$ cat src/rtl/core/nts_stamp_ram.sv
`default_nettype none
// ----------------------------------------------------------------------------
// nts_stamp_ram
// timestamp store: one write port, one read port, registered read data
// ----------------------------------------------------------------------------
module nts_stamp_ram #(
	parameter int unsigned DEPTH = 64,
	parameter int unsigned WIDTH = 63
) (
	input  wire logic                     clk,
	input  wire logic                     wr_en,
	input  wire logic [$clog2(DEPTH)-1:0] wr_addr,
	input  wire logic [WIDTH-1:0]         wr_data,
	input  wire logic                     rd_en,
	input  wire logic [$clog2(DEPTH)-1:0] rd_addr,
	output logic      [WIDTH-1:0]         rd_data
);

	logic [WIDTH-1:0] mem [DEPTH];

	always_ff @(posedge clk) begin
		if (wr_en) begin
			mem[wr_addr] <= wr_data;
		end
		if (rd_en) begin
			rd_data <= mem[rd_addr];
		end
	end

endmodule
`default_nettype wire

$ cat config.mk
export PLATFORM = sky130hd
export DESIGN_NAME = nts_stamp_ram
export DESIGN_NICKNAME = d
export VERILOG_FILES = /design/src/rtl/core/nts_stamp_ram.sv
export SDC_FILE = /design/constraint.sdc
export NUM_CORES = 2
export LEC_CHECK = 0
export BUFFER_PORTS_ARGS = -buffer_cell sky130_fd_sc_hd__clkbuf_2
export CORE_MARGIN = 1
export CORE_UTILIZATION = 30
export CTS_CLUSTER_DIAMETER = 150
export DETAILED_ROUTE_END_ITERATION = 8
export PLACE_DENSITY = 0.45
export SYNTH_ARGS = -nofsm -noshare
export SYNTH_HDL_FRONTEND = slang
export SYNTH_SLANG_ARGS = --single-unit
export TNS_END_PERCENT = 5
$ cat constraint.sdc
create_clock -name clk -period 14 [get_ports clk]
set_input_delay 1.4 -clock clk [delete_from_list [all_inputs] [get_ports clk]]
set_output_delay 1.4 -clock clk [all_outputs]
set_load 0.1 [all_outputs]
==> results.md <==
- Worst skew pair latency: 1040 ps
- Hold EP: rd_data[6]$_DFFE_PP_
- I/O Buffers: 140
- Path type of the worst setup path: in -> reg
- Syn_nets: 6,633
- Dpl hpwl: 268,000 um
- Max Root-Sink Buffers: 4
- Grt total ovfl: 0
- Final setup vio count: 0
- Post-synthesis cell count: 6,555
- Share of the synthesized area in the top cell type: 79.9%
- Area of the die: 516,000 sq um
- Dpl ws: 7980 ps
- Syn Std Cell Area: 154,000 sq um
- CTS root buf: clkbuf_16
- Global-route wire length before repair: 680,000 um
- # IOs: 141
- Crit path max fanout: 44
- Hold Path Origin: mem[1][6]$_DFFE_PP_
- Fmax: 196 MHz
- Flop2flop setup slack: 11,590 ps
- Area of the core: 510,000 sq um
- Starting Density: 30.2%
- Post-synth cell types: 33
- Fin. Hold Viols: 0
- Layout cells sized above 1: 27.7%
- Slew headroom: 8.34%
- Max cap viols: 0
- Met2 Resource Use GR: 31.1%
- Vias in the first global route: 76,900
- Global route hottest layer: met2
- Largest net degree at the start of global routing: 114
- Worst Skew: 62.5 ps
- Setup bufs post-CTS: 0
- Area delta synth->final: 15.5%
- Post-synth EDFFs: 4,095
- WL/cell: 35.8 um
- Seq/Total Area, Yosys: 79.9%
- Final setup margin: 8910 ps
- DRC: 0
- Setup TNS: 0 ps
- Hold depth: 5
- Worst R2R Start: mem[10][0]$_DFFE_PP_
- Met1 Resource Use GR: 27.3%
- Initial antenna violation count: 48
- Status: completed
- Routability cong.: 0.755
- Antenna-violating nets left: 0
- Met3 usage: 2.58%
- HP Class: reg -> reg
- R2R depth: 5
- Total track usage: 19.1%
- Worst reg2reg endpoint: rd_data[0]$_DFFE_PP_
- Die Y: 718 um
- Pins Over Slew Limit: 0
- CTS Buf Count: 434
- CTS tree: built
- Setup crit end kind: flop
- Worst Path Arrival: 5980 ps
- Syn avg cell area: 23.5 sq um
- Vias per inst: 5.38
- Warnings, synthesis: 0
- #FFs+latches synth: 4,095
- Initial detailed-routing violation count: 8,552
- Synth area leader: edfxtp_1
- Main synth FF type: edfxtp_1
- Period utilization: 36.4%
- Asr flop ratio synth: 0%
- Clock transition at the registers of the reported paths: 60 ps
- Die width: 718 um
- CTS resizes: 0
- Nets: 7,079
- Hold Buf Count CTS: 0
- Filler instances: 47,200
- Vias: 75,800
- Fin crit period: 5090 ps
- Rows: 262
- Synth top area cells: edfxtp_1, mux4_2, o22ai_1
- Max IR drop VDD: 0.0953 mV
- RSZ-0062 raised after global routing: no
- Power Density: 148 nW/um^2
- H-Tree Depth: 5
- CTS Sinks: 4,095
- Pre-antenna DRT Iters: 5
- Worst EP required: 14,880 ps
- Critical Path Start Type: input pin
- Slew @ Worst Pin: 1360 ps
- Lkg Pwr: 0.0541 uW
- Detailed Route WL: 504,000 um
[flip-flops by register name, summed over array words and instances, names as in the netlist]
signal / cells
mem: 4032
rd_data: 63
[critical path, stage by stage]
cell	delay (ps)
buf_8	330
buf_4	430
nor2b_2	80
buf_4	280
nand2b_4	540
buf_4	550
buf_4	450
o22ai_1	200
nor4_1	1150
buf_4	260
o22a_1	130
[placed cells by master, fill, tap and decap left out, types with 8 or more instances in the layout]
master	synthesis	final
diode_2	0	8
nor3_1	55	53
nand2_1	23	17
buf_12	0	14
clkinv_1	0	115
clkbuf_1	164	86
a31oi_1	10	10
o22ai_1	299	299
o22a_1	53	53
edfxtp_1	4095	4095
nor4_1	53	53
a22oi_1	50	50
a21oi_1	14	14
nor2b_1	87	85
buf_4	51	240
bufinv_16	0	38
inv_6	0	8
clkinv_16	0	16
mux4_2	963	963
nor2_1	125	62
clkbuf_2	0	133
a211oi_1	103	103
nand3_1	27	27
o211a_1	10	10
clkbuf_16	0	435
clkinv_2	0	83
o221ai_1	63	63
o21ai_0	10	10
mux2i_1	104	104
nor2_4	0	62
[synth_stat cells, types with 27 or more instances]
| cell | count |
|---|---|
| mux4_2 | 963 |
| a22oi_1 | 50 |
| nor4_1 | 53 |
| clkbuf_1 | 164 |
| nor2_1 | 125 |
| buf_1 | 35 |
| buf_4 | 51 |
| edfxtp_1 | 4095 |
| mux2i_1 | 104 |
| buf_2 | 115 |
| o22a_1 | 53 |
| a211oi_1 | 103 |
| o22ai_1 | 299 |
| nor3_1 | 55 |
| nand3_1 | 27 |
| o221ai_1 | 63 |
| nor2b_1 | 87 |
[metrics by stage]
step	power, uW	hold slack (ps)	util, %	cells	instance area (sq um)
floorplan	14600	773	-	6555	154000
global placement	15200	875	32.1	13300	164000
detailed placement	15300	903	32.1	13300	164000
CTS	26600	820	34.8	14100	178000
global route	27100	882	34.9	14100	178000
finish	26300	906	34.9	14100	178000
[how the worst max path moves through the flow]
stage | startpoint | to | slack (ps) | cells after the start
after floorplan | wr_addr[3] | mem[48][0]$_DFFE_PP_ | 7260 | 4
after global placement | rd_addr[0] | rd_data[50]$_DFFE_PP_ | 7910 | 8
after detailed placement | rd_addr[0] | rd_data[50]$_DFFE_PP_ | 7980 | 8
after CTS | rd_addr[0] | rd_data[50]$_DFFE_PP_ | 9090 | 8
after global routing | rd_addr[0] | rd_data[50]$_DFFE_PP_ | 8930 | 8
final | rd_addr[2] | rd_data[0]$_DFFE_PP_ | 8910 | 11
[layout make-up]
class | instances | area [sq um] | area share, %
clock inverter | 273 | 2690 | 1.52
antenna | 8 | 20.0 | 0.0113
sequential | 4095 | 123000 | 69.2
tap | 6732 | 8420 | 4.74
multi-input combinational | 2079 | 29700 | 16.7
timing repair buffer | 391 | 2800 | 1.58
clock buffer | 521 | 11200 | 6.30
[layer usage]
metal | routed length [um] | share of wire, %
met1 | 220000 | 44
met2 | 240000 | 48
met3 | 32300 | 6.4
met4 | 11200 | 2.2
met5 | 33 | 0.0065
[logic make-up after synthesis]
logic type | Yosys count | share of synthesized area [%]
flip-flops | 4095 | 79.9
multiplexers | 1067 | 14.8
AO/OA/AOI/OAI | 612 | 2.80
AND/OR/NAND/NOR | 400 | 1.32
buffers and inverters | 381 | 1.22
[report_power, final]
group	switching [uW]	leakage, uW	internal, uW
logic	901	0.0104	400
registers	61.4	0.0369	13600
clock network	4920	0.00677	6420
Power figures use the tool's default switching activity.
